$ cat src/design/smfa_pkg.sv
package smfa_pkg;

  // Pool geometry
  localparam int SEG_BYTES = 8;
  localparam int SEG_COUNT = 2048;

  // Map organization: each memory row holds the marks of LANES segments
  localparam int LANES    = 8;
  localparam int ROWS     = SEG_COUNT / LANES;
  localparam int LANE_W   = $clog2(LANES);
  localparam int ROW_W    = $clog2(ROWS);
  localparam int MARK_W   = 2;
  localparam int ROW_BITS = LANES * MARK_W;

  // Port field widths
  localparam int OP_W    = 1;
  localparam int BYTES_W = 15;
  localparam int SEG_W   = 11;
  localparam int ADDR_W  = 14;
  localparam int RUN_W   = 12;

  // Internal widths
  localparam int SIDX_W = $clog2(SEG_COUNT);
  localparam int CNT_W  = $clog2(SEG_COUNT + 1);
  localparam int NEED_W = $clog2((1 << BYTES_W) + SEG_BYTES);

  // Request queue between front and back
  localparam int QDEPTH = 2;
  localparam int QP_W   = (QDEPTH > 1) ? $clog2(QDEPTH) : 1;
  localparam int QC_W   = $clog2(QDEPTH + 1);

  typedef enum logic [OP_W-1:0] {
    OP_ALLOC = 1'b0,
    OP_FREE  = 1'b1
  } op_t;

  typedef enum logic [MARK_W-1:0] {
    MARK_FREE = 2'd0,
    MARK_HEAD = 2'd1,
    MARK_CONT = 2'd2
  } mark_t;

  typedef enum logic [2:0] {
    ST_CLEAR,
    ST_IDLE,
    ST_SCAN,
    ST_MARK,
    ST_MARK_WB,
    ST_FREE_RD,
    ST_FREE_WB,
    ST_DONE
  } bk_state_t;

  typedef struct packed {
    op_t               op;
    logic              fail;
    logic [CNT_W-1:0]  need;
    logic [SIDX_W-1:0] seg;
  } cmd_t;

  // Mark the part of segments first..last that falls in this row, keep the rest.
  function automatic logic [ROW_BITS-1:0] alloc_row(input logic [ROW_W-1:0]    row,
                                                    input logic [ROW_BITS-1:0] old,
                                                    input logic [SIDX_W-1:0]   first,
                                                    input logic [SIDX_W-1:0]   last);
    logic [ROW_BITS-1:0] w;
    logic [SIDX_W-1:0]   seg;
    w = old;
    for (int i = 0; i < LANES; i++) begin
      seg = {row, LANE_W'(i)};
      if (seg == first) begin
        w[i*MARK_W +: MARK_W] = MARK_HEAD;
      end else if (seg > first && seg <= last) begin
        w[i*MARK_W +: MARK_W] = MARK_CONT;
      end
    end
    return w;
  endfunction

endpackage

$ cat src/design/smfa_front.sv
module smfa_front (
  input  logic                         in_valid,
  input  logic                         in_stall,
  input  logic [smfa_pkg::OP_W-1:0]    in_operation,
  input  logic [smfa_pkg::BYTES_W-1:0] in_request_bytes,
  input  logic [smfa_pkg::SEG_W-1:0]   in_free_segment,
  output logic                         push,
  output smfa_pkg::cmd_t               push_cmd
);

  logic [smfa_pkg::NEED_W-1:0] need_w;
  logic                        is_free;
  logic                        alloc_bad;
  logic                        free_bad;

  // Round the byte count up to whole segments
  assign need_w = smfa_pkg::NEED_W'((32'(in_request_bytes) + 32'(smfa_pkg::SEG_BYTES - 1))
                                    / smfa_pkg::SEG_BYTES);

  assign is_free   = (in_operation == smfa_pkg::OP_FREE);
  assign alloc_bad = (need_w == '0) || (32'(need_w) > 32'(smfa_pkg::SEG_COUNT));
  assign free_bad  = (32'(in_free_segment) >= 32'(smfa_pkg::SEG_COUNT));

  assign push = in_valid && !in_stall;

  always_comb begin
    push_cmd.op   = is_free ? smfa_pkg::OP_FREE : smfa_pkg::OP_ALLOC;
    push_cmd.fail = is_free ? free_bad : alloc_bad;
    push_cmd.need = smfa_pkg::CNT_W'(need_w);
    push_cmd.seg  = smfa_pkg::SIDX_W'(in_free_segment);
  end

endmodule

$ cat config.mk
export PLATFORM = sky130hd
export DESIGN_NAME = smfa_front
export DESIGN_NICKNAME = d
export VERILOG_FILES = /design/src/design/smfa_pkg.sv /design/src/design/smfa_front.sv
export SDC_FILE = /design/constraint.sdc
export NUM_CORES = 1
export LEC_CHECK = 0
export BUFFER_PORTS_ARGS = -buffer_cell sky130_fd_sc_hd__buf_4
export CORE_AREA = 2 2 39 41
export DETAILED_ROUTE_END_ITERATION = 12
export DIE_AREA = 0 0 41 43
export PLACE_DENSITY_LB_ADDON = 0.12
export SLEW_MARGIN = 20
export SYNTH_ARGS = -nofsm -noshare
export SYNTH_HDL_FRONTEND = slang
export SYNTH_SLANG_ARGS = --single-unit
$ cat constraint.sdc
create_clock -name vclk -period 1.8
set_input_delay 0.36 -clock vclk [all_inputs]
set_output_delay 0.36 -clock vclk [all_outputs]
set_load 0.02 [all_outputs]
* After elaboration in Yosys (flattened, before gate mapping)
Index checks and enable logic that the tools add are counted.
Cells by class: add/sub/neg operators 1, magnitude comparators 1, mux-type cells 2, reduce and logical (&&, ||, !) cells 4
Operators by type and width (count):
- $add A15 B3 Y16 const B | 1
- $logic_not A16 Y1 | 1
- $gt A13 B12 Y1 const B | 1
- $mux W1 | 2
- $logic_and A1 B1 Y1 | 1
- $logic_not A1 Y1 | 1
- $logic_or A1 B1 Y1 | 1
Storage, ports and cells: register bits after elaboration 0, input port bits 29, output and inout port bits 26, word-level logic and storage cells 8

* Depth between registers and ports, before layout
depth after elaboration 4, depth in mapped cells 5, mapped depth without buffers 5

* Worst setup path after synthesis
No wires, ideal clock.
kind input port to output port, start point input port in_request_bytes[2] in the netlist's numbering, end point output port push_cmd[23] in the netlist's numbering, arrival time 1.550 ns, required time 1.440 ns, path slack -0.110 ns, cell stages on the path 5, path buffers 0, path through o311a_2 a22oi_2 o31ai_4 a31o_1 a21oi_1
RTL lines:
- start, declared | RTL line smfa_front.sv:5 | input logic [smfa_pkg::BYTES_W-1:0] in_request_bytes,
- end, declared | RTL line smfa_front.sv:8 | output smfa_pkg::cmd_t push_cmd

==> impl_metrics.env <==
export IMPL_syn_area_per_cell_um2=8.040
export IMPL_routed_wl_um=1251
export IMPL_dp_cells=104
export IMPL_rsz0062_at_grt="yes"
export IMPL_finalSetupViolations=2
export IMPL_hold_path_class="input pin to primary output"
export IMPL_rows=14
export IMPL_num_nets_final=121
export IMPL_cp_top_family="compound AO/OA/AOI/OAI gates"
export IMPL_slowest_stage="o311a_4"
export IMPL_globalplace_congestion=0.6889
export IMPL_p_per_area_nw_per_um2=246.2
export IMPL_pin_count=55
export IMPL_cp_cell_sequence="buf_8 > o311a_4 > a22oi_2 > o31ai_4 > a31o_1 > a21oi_4 > buf_6"
export IMPL_n_sequential_cell=0
export IMPL_fp_dieH_um=43
export IMPL_portBuffers=33
export IMPL_synth_fp_nets=83
export IMPL_place_area_um2=720.7
export IMPL_grt_pass1_vias=447
export IMPL_min_from="in_free_segment[8]"
export IMPL_postLayoutSetupSlackWorst_ps=-197.1
export IMPL_die_x_um=41
export IMPL_syn_area_um2=434.2
export IMPL_yosys_warnings=0
export IMPL_grt_max_degree=6
export IMPL_ys_seq_area_frac=0
export IMPL_die_area_um2=1763
export IMPL_detail_route_antenna_nets=0
export IMPL_fin_util=0.6184
export IMPL_synth_area_leaders="xnor2_1, buf_4, o311ai_4"
export IMPL_slowest_delay_ps=380
export IMPL_start_util=0.3137
export IMPL_dp_hpwl_um=996.7
export IMPL_path_class="input pin to primary output"
export IMPL_p_leak_nw=0.3768
export IMPL_tightest_slew_ps=280.1
export IMPL_p_total_mw=0.2107
export IMPL_grt_usage=0.1330
export IMPL_regArea_um2=0
export IMPL_avgViaCountPerCell=4.877
export IMPL_drv_slew=0
export IMPL_synth_cells=54
export IMPL_arrival_ps=1640
export IMPL_yosys_top_cells_count="buf_4, xnor2_1, nand2_1, nand3_1"
export IMPL_finalCritPeriodShare=1.110
export IMPL_fin_crit_ps=1997
export IMPL_post_drt_wl_per_cell_um=11.80
export IMPL_grt_pass1_wl_um=1745
export IMPL_grt_ovfl_total=0
export IMPL_antenna_found_initial=0
export IMPL_max_slew_margin=0.8117
export IMPL_drc=0
export IMPL_diodes=0
export IMPL_fmax_mhz=500.7
export IMPL_syn_to_final_growth_pct=97.12
export IMPL_dr_pass1_iters=3
export IMPL_yosys_area_top_type="xnor2_1"
export IMPL_design_area_um2=855.8
export IMPL_whs_path_depth=0
export IMPL_yosysMostFrequentCell="buf_4"
export IMPL_drt_iter0_markers=4
export IMPL_clkbuf_count=0
export IMPL_drive_above_1_share=0.7444
export IMPL_violations="setup timing"
export IMPL_critPathRequiredTime_ps=1440
export IMPL_drv_cap=0
export IMPL_crit_buf_inv=2
export IMPL_outcome="complete, but fails checks"
export IMPL_vdd_ir_drop_max_v=0.0001657
export IMPL_end_kind="primary output"
export IMPL_final_cells=106
export IMPL_hold_viol=0
export IMPL_cts_hold_buf=0
export IMPL_vias=517
export IMPL_worstPathMaxFanout=3
export IMPL_netlist_area_leader_share=0.2219
export IMPL_yosysUniqueCellTypes=23
export IMPL_holdPathEnd="push_cmd[8]"
export IMPL_cp_start_kind="input pin"
export IMPL_fp_coreArea_um2=1384
[per-layer routing]
| metal | global-route usage | up-vias | share of wire |
|---|---|---|---|
| met3 | 0.005236 | 4 | 0.091 |
| met2 | 0.2250 | 22 | 0.56 |
| met5 | 0 | - | 0 |
| met4 | 0.02667 | 0 | 0.0080 |
| met1 | 0.1778 | 236 | 0.34 |
| li1 | - | 255 | - |
[area by class of cell]
| class | count | area (um^2) |
|---|---|---|
| Fill cell | 123 | 528.0 |
| Multi-Input combinational cell | 41 | 434.2 |
| Inverter | 1 | 3.754 |
| Timing Repair Buffer | 48 | 397.9 |
| Tap cell | 16 | 20.02 |
[power breakdown]
part	internal, mW	switching [mW]	total (mW)
Sequential	0	0	0
Combinational	0.111	0.0993	0.211
Clock	0	0	0
[through the flow]
stage | TNS, ps | hold WS (ps) | setup slack [ps]
finish | -200.2 | 720.0 | -197.1
global route | -418.6 | 720.1 | -232.7
CTS | -265.6 | 720.1 | -230.4
detailed placement | -278.4 | 720.1 | -268.2
global placement | -241.3 | 720.1 | -219.0
floorplan | 0 | 747.0 | 17.71
[cell families (layout without fill, tap and decap cells)]
logic type | count (synthesis) | in the layout | share of synthesized area
AND/OR/NAND/NOR | 21 | 21 | 0.3084
XOR/XNOR | 13 | 13 | 0.2622
buffers and inverters | 13 | 49 | 0.2161
AO/OA/AOI/OAI | 7 | 7 | 0.2133
[timing repair]
action,in CTS,in global routing
pin swaps,8,11
endpoints found under the hold margin,0,0
resized for setup,6,18
cloned,0,0
setup endpoints to repair,3,7
buffers inserted,1,1
[placed cells by master, fill, tap and decap left out, types with 2 or more instances in the layout]
master,count
xnor2_1,7
buf_6,6
buf_4,40
buf_8,2
nand4_1,2
xor2_1,2
nand2_1,5
xnor2_2,4
nand3_4,2
nor3_2,2
[how the worst max path moves through the flow]
stage,from,to,cells past startpoint
after floorplan,in_request_bytes[2],push_cmd[23],5
after global placement,in_request_bytes[2],push_cmd[23],8
after detailed placement,in_request_bytes[2],push_cmd[23],8
after CTS,in_request_bytes[0],push_cmd[23],7
after global routing,in_request_bytes[0],push_cmd[23],7
final,in_request_bytes[0],push_cmd[23],7
Note: power is estimated with default switching activity, not from simulation.
