`src/design/smfa_pkg.sv`:
```
package smfa_pkg;

  // Pool geometry
  localparam int SEG_BYTES = 8;
  localparam int SEG_COUNT = 2048;

  // Map organization: each memory row holds the marks of LANES segments
  localparam int LANES    = 8;
  localparam int ROWS     = SEG_COUNT / LANES;
  localparam int LANE_W   = $clog2(LANES);
  localparam int ROW_W    = $clog2(ROWS);
  localparam int MARK_W   = 2;
  localparam int ROW_BITS = LANES * MARK_W;

  // Port field widths
  localparam int OP_W    = 1;
  localparam int BYTES_W = 15;
  localparam int SEG_W   = 11;
  localparam int ADDR_W  = 14;
  localparam int RUN_W   = 12;

  // Internal widths
  localparam int SIDX_W = $clog2(SEG_COUNT);
  localparam int CNT_W  = $clog2(SEG_COUNT + 1);
  localparam int NEED_W = $clog2((1 << BYTES_W) + SEG_BYTES);

  // Request queue between front and back
  localparam int QDEPTH = 2;
  localparam int QP_W   = (QDEPTH > 1) ? $clog2(QDEPTH) : 1;
  localparam int QC_W   = $clog2(QDEPTH + 1);

  typedef enum logic [OP_W-1:0] {
    OP_ALLOC = 1'b0,
    OP_FREE  = 1'b1
  } op_t;

  typedef enum logic [MARK_W-1:0] {
    MARK_FREE = 2'd0,
    MARK_HEAD = 2'd1,
    MARK_CONT = 2'd2
  } mark_t;

  typedef enum logic [2:0] {
    ST_CLEAR,
    ST_IDLE,
    ST_SCAN,
    ST_MARK,
    ST_MARK_WB,
    ST_FREE_RD,
    ST_FREE_WB,
    ST_DONE
  } bk_state_t;

  typedef struct packed {
    op_t               op;
    logic              fail;
    logic [CNT_W-1:0]  need;
    logic [SIDX_W-1:0] seg;
  } cmd_t;

  // Mark the part of segments first..last that falls in this row, keep the rest.
  function automatic logic [ROW_BITS-1:0] alloc_row(input logic [ROW_W-1:0]    row,
                                                    input logic [ROW_BITS-1:0] old,
                                                    input logic [SIDX_W-1:0]   first,
                                                    input logic [SIDX_W-1:0]   last);
    logic [ROW_BITS-1:0] w;
    logic [SIDX_W-1:0]   seg;
    w = old;
    for (int i = 0; i < LANES; i++) begin
      seg = {row, LANE_W'(i)};
      if (seg == first) begin
        w[i*MARK_W +: MARK_W] = MARK_HEAD;
      end else if (seg > first && seg <= last) begin
        w[i*MARK_W +: MARK_W] = MARK_CONT;
      end
    end
    return w;
  endfunction

endpackage

```
`src/design/smfa_queue.sv`:
```
module smfa_queue (
  input  logic                clk,
  input  logic                rst_n,
  input  logic                push,
  input  smfa_pkg::cmd_t      push_cmd,
  input  logic                pop,
  output smfa_pkg::cmd_t      head,
  output logic                empty,
  output logic                full
);

  smfa_pkg::cmd_t                q_r [smfa_pkg::QDEPTH];
  logic [smfa_pkg::QP_W-1:0]     wr_ptr_r, wr_ptr_nxt;
  logic [smfa_pkg::QP_W-1:0]     rd_ptr_r, rd_ptr_nxt;
  logic [smfa_pkg::QC_W-1:0]     cnt_r, cnt_nxt;

  assign empty = (cnt_r == '0);
  assign full  = (cnt_r == smfa_pkg::QC_W'(smfa_pkg::QDEPTH));
  assign head  = q_r[rd_ptr_r];

  always_comb begin
    wr_ptr_nxt = wr_ptr_r;
    rd_ptr_nxt = rd_ptr_r;
    cnt_nxt    = cnt_r;
    if (push) begin
      wr_ptr_nxt = (wr_ptr_r == smfa_pkg::QP_W'(smfa_pkg::QDEPTH - 1)) ? '0 : wr_ptr_r + 1'b1;
    end
    if (pop) begin
      rd_ptr_nxt = (rd_ptr_r == smfa_pkg::QP_W'(smfa_pkg::QDEPTH - 1)) ? '0 : rd_ptr_r + 1'b1;
    end
    if (push && !pop) begin
      cnt_nxt = cnt_r + 1'b1;
    end else if (pop && !push) begin
      cnt_nxt = cnt_r - 1'b1;
    end
  end

  always_ff @(posedge clk) begin
    if (!rst_n) begin
      wr_ptr_r <= '0;
      rd_ptr_r <= '0;
      cnt_r    <= '0;
    end else begin
      wr_ptr_r <= wr_ptr_nxt;
      rd_ptr_r <= rd_ptr_nxt;
      cnt_r    <= cnt_nxt;
    end
  end

  always_ff @(posedge clk) begin
    if (push) begin
      q_r[wr_ptr_r] <= push_cmd;
    end
  end

endmodule

```
`config.mk`:
```
export PLATFORM = sky130hd
export DESIGN_NAME = smfa_queue
export DESIGN_NICKNAME = d
export VERILOG_FILES = /design/src/design/smfa_pkg.sv /design/src/design/smfa_queue.sv
export SDC_FILE = /design/constraint.sdc
export NUM_CORES = 1
export LEC_CHECK = 0
export BUFFER_PORTS_ARGS = -buffer_cell sky130_fd_sc_hd__buf_2
export CAP_MARGIN = 10
export CORE_MARGIN = 10
export CORE_UTILIZATION = 25
export CTS_CLUSTER_SIZE = 28
export DETAILED_ROUTE_END_ITERATION = 7
export HOLD_SLACK_MARGIN = 0.12
export PLACE_DENSITY = 0.45
export SYNTH_ARGS = -nofsm -noshare
export SYNTH_HDL_FRONTEND = slang
export SYNTH_SLANG_ARGS = --single-unit
```
`constraint.sdc`:
```
create_clock -name clk -period 2.4 [get_ports clk]
set_input_delay 0.12 -clock clk [delete_from_list [all_inputs] [get_ports clk]]
set_output_delay 0.12 -clock clk [all_outputs]
set_load 0.01 [all_outputs]
```
Word level (Yosys, flattened, before mapping):

Memories as Yosys holds them, arrays and structs flattened. A register that Yosys moved wholly into a read port is not among the register bits.
Cells that the tools add are included.

* flip-flop bits (word level): 4
* bits in writable memories: 50
* bits of input ports: 29
* output and inout port bits: 27
* word-level logic and storage cells: 23
* memories: 1

Memory list
* q_r: depth 2, width 25, rd ports 1, clocked after memory_dff 1, write ports 1, line smfa_queue.sv:12 `smfa_pkg::cmd_t q_r [smfa_pkg::QDEPTH];`

* add/sub/neg operators: 4
* eq/ne operators: 1
* mux-type cells: 8
* reductions and logical operators: 6

Operators with widths (number)
* $mux W1: 6
* $mux W2: 2
* $add A1 B1 Y1 const B: 2
* $add A2 B1 Y2 const B: 1
* $eq A2 B2 Y1 const B: 1
* $logic_and A1 B1 Y1: 2
* $logic_not A1 Y1: 2
* $logic_not A2 Y1: 1
* $reduce_bool A2 Y1: 1
* $sub A2 B1 Y2 const B: 1

Longest topological paths before layout:

Gate-level depths: netlist of the first run.

* depth after elaboration: 4
* mapped depth: 5
* gate-level depth less buffers: 5

Least setup slack after synthesis of the first run:

Ideal clock, no wire load.

* path type: register to register
* from: register wr_ptr_r
* to: memory q_r[0][0] (netlist name) (enable)
* library setup time: 0.411 ns
* arrival time: 1.471 ns
* data required time: 1.989 ns
* setup slack: 0.518 ns
* cell stages (with the launch flop): 2
* path buffers: 0
* period minus slack after synthesis: 1.882 ns
* path through: dfxtp_1 nor2b_1

RTL lines
* from (decl): line smfa_queue.sv:13 `logic [smfa_pkg::QP_W-1:0] wr_ptr_r, wr_ptr_nxt;`
* from (signal assigned): line smfa_queue.sv:44 `wr_ptr_r <= wr_ptr_nxt;`
* to (decl): line smfa_queue.sv:12

Straight into the memory's write port.

==> flow_metrics.tcl, run 1 <==
set metrics [dict create \
    outcome "finished, final reports clean" \
    synthCells 100 \
    avgSynthCellArea_um2 20.22 \
    layout-drive-gt1-share_pct 48.40 \
    placementRows 32 \
    io_pins 56 \
    port_buffers 55 \
    placed_cells_incl_taps 257 \
    worst-path-max-fanout 22 \
    antenna_left 0 \
    final_nets 218 \
    fillers 772 \
    drt_pass1_iterations 4 \
    cts_sinks 55 \
    crit_type "reg2out" \
    max_stage_delay_ps 410 \
    root_buffer "clkbuf_8" \
    cts_setup_buffers 0 \
    grt_overflow_total 0 \
    grt_pass1_vias 1291 \
    dieArea_um2 12080 \
    grt_max_degree 23 \
    yosys.area.top_type "edfxtp_1" \
    cts_buffer_depth 2 \
    synth_edf_count 50 \
    critPathRequiredTime_ps 2280 \
    vdd_drop_max_mv 0.2286 \
    final.setup_skew_ps 4.009 \
    ys_seq_area_share_pct 79.21 \
    stdcell_count 290 \
    antenna_found_initial 0 \
    track_usage_pct 6.762 \
    die-height_um 109.9 \
    grt_first_pass_wirelength_um 6382 \
    max_freq_mhz 586.1 \
    fp.coreArea_um2 7807 \
    powerDensity_nw_per_um2 697.1 \
    path_clk_slew_ps 80 \
    yosys-top-cells-area "edfxtp_1 (74%), mux2_2 (14%), dfxtp_1 (5.0%)" \
    synth_nets 130 \
    routed_wl_um 4078 \
    setup_violations 0 \
    critPathCaptureType "output pin" \
    ys_types 17 \
    critPathSlowestCell "dfxtp_1" \
    start_kind "flop" \
    worst_slew_pin_slew_ps 554.6 \
    diodes 0 \
    critical_path_arrival_ps 1590 \
    num_vias 1152 \
    critPathTopFamily "buffers and inverters" \
    drt_iter0_markers 36 \
    start_util_pct 25.90 \
    p_leak_nw 1.055 \
    slew_viol_final 0 \
    viasPerCell 3.972 \
    yosysWarnings 0 \
    htree_levels 2 \
    numCtsBuffers 5 \
    synthDominantCellAreaShare_pct 74.26 \
    slew_headroom_pct 63.03 \
    rsz0062_at_grt "no" \
    path_cells "buf_4 -> mux2_2 -> buf_2" \
    timing.final.crit_share_pct 71.09 \
    area_delta_synth_final_pct 38.12 \
    worst-path-buf-inv 2 \
    synth_flop_cell "edfxtp_1" \
    cts_tree "done" \
    post_drt_wl_per_cell_um 14.06 \
    hold_viol_final 0 \
    hold_path_class "in2reg" \
    drv_cap 0 \
    syn-cell-area_um2 2022 \
    synth_seq_cells 55 \
    post-dp-hpwl_um 3003 \
    die_x_um 109.9 \
    period_needed_ps 1706 \
    insertion_delay_ps 290 \
    fin_setup_tns_ps 0 \
    drc 0 \
    async_flop_share_pct 0 \
    gp_congestion 0.7080 \
]
[worst paths after layout]
check / startpoint / end / slack (ps) / cells after the start
min reg2reg: cnt_r[1] / cnt_r[1] / 530 / 2
min: pop / rd_ptr_r / 180 / 3
max reg2reg: wr_ptr_r / q_r[1][10] / 910 / 2
max: flop / head[0] / 690 / 3
[synthesized netlist by cell type (2+ instances only)]
cell type and count:
edfxtp_1 50, nor2b_1 2, buf_4 2, mux2_2 25, dfxtp_1 5, and2_1 4
xor2_1 2
[repair_timing]
item / 4_1_cts / 5_1_grt
resized for setup: 0 / 0
hold buffers: 26 / 0
hold endpoints to repair: 55 / 0
[report_power, final]
part           total [mW]  switching (mW)  internal [mW]
Clock               0.565           0.259          0.306
Combinational       0.263           0.122          0.140
Sequential           1.12          0.0175           1.10
[routing by layer]
| metal | global-route usage [%] | routed length (µm) |
|---|---|---|
| met1 | 6.977 | 1536 |
| met5 | 0 | 0 |
| met2 | 11.69 | 2115 |
| met4 | 2.788 | 50 |
| met3 | 3.043 | 375 |
[registers in the layout (all words and copies together) (netlist names), named ones only]
name and flops:
rd_ptr_r 1, wr_ptr_r 1, q_r 50, cnt_r 2
[worst register-to-register path, cell delays in order, from the launching register on]
cell and delay (ps):
dfxtp_1 350, and2_1 490, buf_4 340
[metrics by stage]
stage | power, mW | worst slack [ps] | area [µm²] | hold WS (ps) | util (%)
after floorplan | 1.273 | 518.0 | 2022 | 218.9 | -
after global placement | 1.374 | 945.9 | 2430 | 311.6 | 31.12
after detailed placement | 1.381 | 887.6 | 2430 | 313.3 | 31.12
after CTS | 1.984 | 670.8 | 2793 | 166.9 | 35.77
after global routing | 2.041 | 602.0 | 2793 | 184.9 | 35.77
final | 1.947 | 693.9 | 2793 | 176.7 | 35.77
[cell usage in the layout, fill, tap and decap left out, types with 2 or more instances in the layout]
cell type,Yosys,final
clkbuf_8,0,5
xor2_1,2,2
dfxtp_1,5,5
dlygate4sd3_1,0,26
buf_4,2,3
buf_2,1,55
and2_1,4,4
edfxtp_1,50,50
mux2_2,25,25
[logic make-up (layout without fill, tap and decap cells)]
| logic type | count (synthesis) | in the layout | share of synthesized area [%] |
|---|---|---|---|
| buffers and inverters | 4 | 92 | 1.175 |
| XOR/XNOR | 3 | 3 | 1.300 |
| AND/OR/NAND/NOR | 9 | 9 | 2.784 |
| multiplexers | 25 | 25 | 13.92 |
| AO/OA/AOI/OAI | 3 | 3 | 0.9901 |
| adder cells (fa/ha/maj) | 1 | 1 | 0.6187 |
| flip-flops | 55 | 55 | 79.21 |
[area by class of cell]
class	count	area, µm²	area share [%]
flip-flops and latches	55	1602	57.35
repair buffers	84	558.0	19.98
multi-input cells	41	399.1	14.29
well taps	102	127.6	4.570
clock buffers	6	72.57	2.599
clock inverters	1	30.03	1.075
inverters	1	3.754	0.1344
No activity file was read; power rests on OpenSTA's default activity.
==> run 2: changes to the inputs <==
==> constraint.sdc (replaced) <==
create_clock -name clk -period 1.6 [get_ports clk]
set_input_delay 0.08 -clock clk [delete_from_list [all_inputs] [get_ports clk]]
set_output_delay 0.08 -clock clk [all_outputs]
set_load 0.01 [all_outputs]
==> flow_metrics.tcl, run 2 (same netlist as run 1, synthesis figures left out) <==
set metrics [dict create \
    worst_slew_pin_slew_ps 282.3 \
    critPathCaptureType "output pin" \
    fillers 756 \
    routed_wl_um 4159 \
    rr_startpoint "wr_ptr_r" \
    die_x_um 109.9 \
    worstReg2RegEnd "q_r[1][0]" \
    p_leak_nw 1.073 \
    use_met1_pct 7.934 \
    cts_tree "done" \
    max_freq_mhz 689.6 \
    final.setup_skew_ps 4.629 \
    drc 0 \
    slew_viol_final 0 \
    placed_area_um2 2457 \
    r2r_cells 2 \
    start_util_pct 25.90 \
    placementRows 32 \
    num_vias 1150 \
    dieArea_um2 12080 \
    holdPathEnd "wr_ptr_r" \
    fin_setup_tns_ps 0 \
    critical_path_arrival_ps 1370 \
    cts_buffer_depth 2 \
    diodes 0 \
    root_buffer "clkbuf_8" \
    stdcell_area_um2 2825 \
    io_pins 56 \
    drv_cap 0 \
    post-dp-hpwl_um 2959 \
    vdd_drop_max_mv 0.5639 \
    hold_path_class "in2reg" \
    critPathRequiredTime_ps 1520 \
    start_kind "flop" \
    cts_sinks 55 \
    track_usage_pct 7.177 \
    layout-drive-gt1-share_pct 49.21 \
    seq_area_um2 1602 \
    drt_pass1_iterations 3 \
    most-common-layout-cells "buf_2 (55), edfxtp_1 (50), dlygate4sd3_1 (26)" \
    postCtsResizedCells 0 \
    antenna_left 0 \
    fp.coreArea_um2 7807 \
    grt_first_pass_wirelength_um 6665 \
    antenna_found_initial 0 \
    period_needed_ps 1450 \
    numCtsBuffers 5 \
    utilization_pct 36.19 \
    final_nets 220 \
    top_usage_layer "met2" \
    area_delta_synth_final_pct 39.73 \
    viasPerCell 3.925 \
    insertion_delay_ps 290 \
    powerDensity_nw_per_um2 1048 \
    timing.final.crit_share_pct 90.63 \
    setup_violations 0 \
    cts_hold_buf 26 \
    largest_reg_flops 50 \
    hold_depth 3 \
    use_met2_pct 11.64 \
    hold_viol_final 0 \
    reg2reg_slack_ps 460 \
    gr-usage-met3_pct 4.037 \
    rsz0062_at_grt "no" \
    crit_type "reg2out" \
    holdCritStartpoint "push" \
    port_buffers 55 \
    grt_pass1_vias 1375 \
    largest_register "q_r" \
    worst-path-max-fanout 25 \
    grt_max_degree 26 \
    cts_setup_buffers 0 \
    htree_levels 2 \
    gp_congestion 0.6518 \
    slew_headroom_pct 81.18 \
    top_regs "q_r: 50 flops, cnt_r: 2 flops" \
    multi_input_area_um2 399.1 \
    die-height_um 109.9 \
    grt_overflow_total 0 \
    layout_commonest_cell "buf_2" \
    path_clk_slew_ps 90 \
    drt_iter0_markers 35 \
    outcome "finished, final reports clean" \
    post_drt_wl_per_cell_um 14.19 \
]
run 2: cell types whose count changed in the layout (fill, tap and decap cells not counted), sizes merged:
cell | previous run | this run
clkbuf | 6 | 5
buf | 58 | 60
clkinv | 0 | 2
run 2: layout make-up:
cell class / count / share of cell area, %
sequential: 55 / 56.69
timing repair buffer: 86 / 20.73
multi-input combinational: 41 / 14.13
tap: 102 / 4.517
clock buffer: 5 / 2.436
clock inverter: 3 / 1.373
inverter: 1 / 0.1329
run 2: worst max path at each step:
stage	slack [ps]	endpoint
after floorplan	190	q_r[0][0]
after global placement	450	q_r[1][6]
after detailed placement	440	q_r[1][6]
after CTS	120	head[20]
after global routing	60	head[2]
final	150	head[20]
run 2: layer usage:
metal  wire [µm]  share of wire (%)  vias to the layer above
li1            -                  -                      558
met1        1714                 41                      546
met2        1949                 47                       41
met3         456                 11                        5
met4          39               0.94                        0
met5           0                  0                        -
run 2: through the flow:
stage / hold slack [ps] / power (mW) / worst slack [ps] / instances
final: 143.9 / 2.960 / 149.9 / 293
after global routing: 131.8 / 3.130 / 61.23 / 293
after CTS: 125.9 / 3.010 / 117.5 / 293
after detailed placement: 272.2 / 2.085 / 442.2 / 259
after global placement: 267.3 / 2.069 / 448.3 / 259
after floorplan: 178.9 / 1.909 / 194.9 / 100
run 2: critical path, stage by stage, from the launching register on:
cell and delay, ps:
dfxtp_1 370, buf_12 200, mux2_2 360, buf_2 150
run 2: report_power, final:
part           switching, mW  total [mW]  internal, mW
clock                  0.414       0.873         0.458
sequential            0.0255        1.68          1.65
combinational          0.188       0.409         0.221
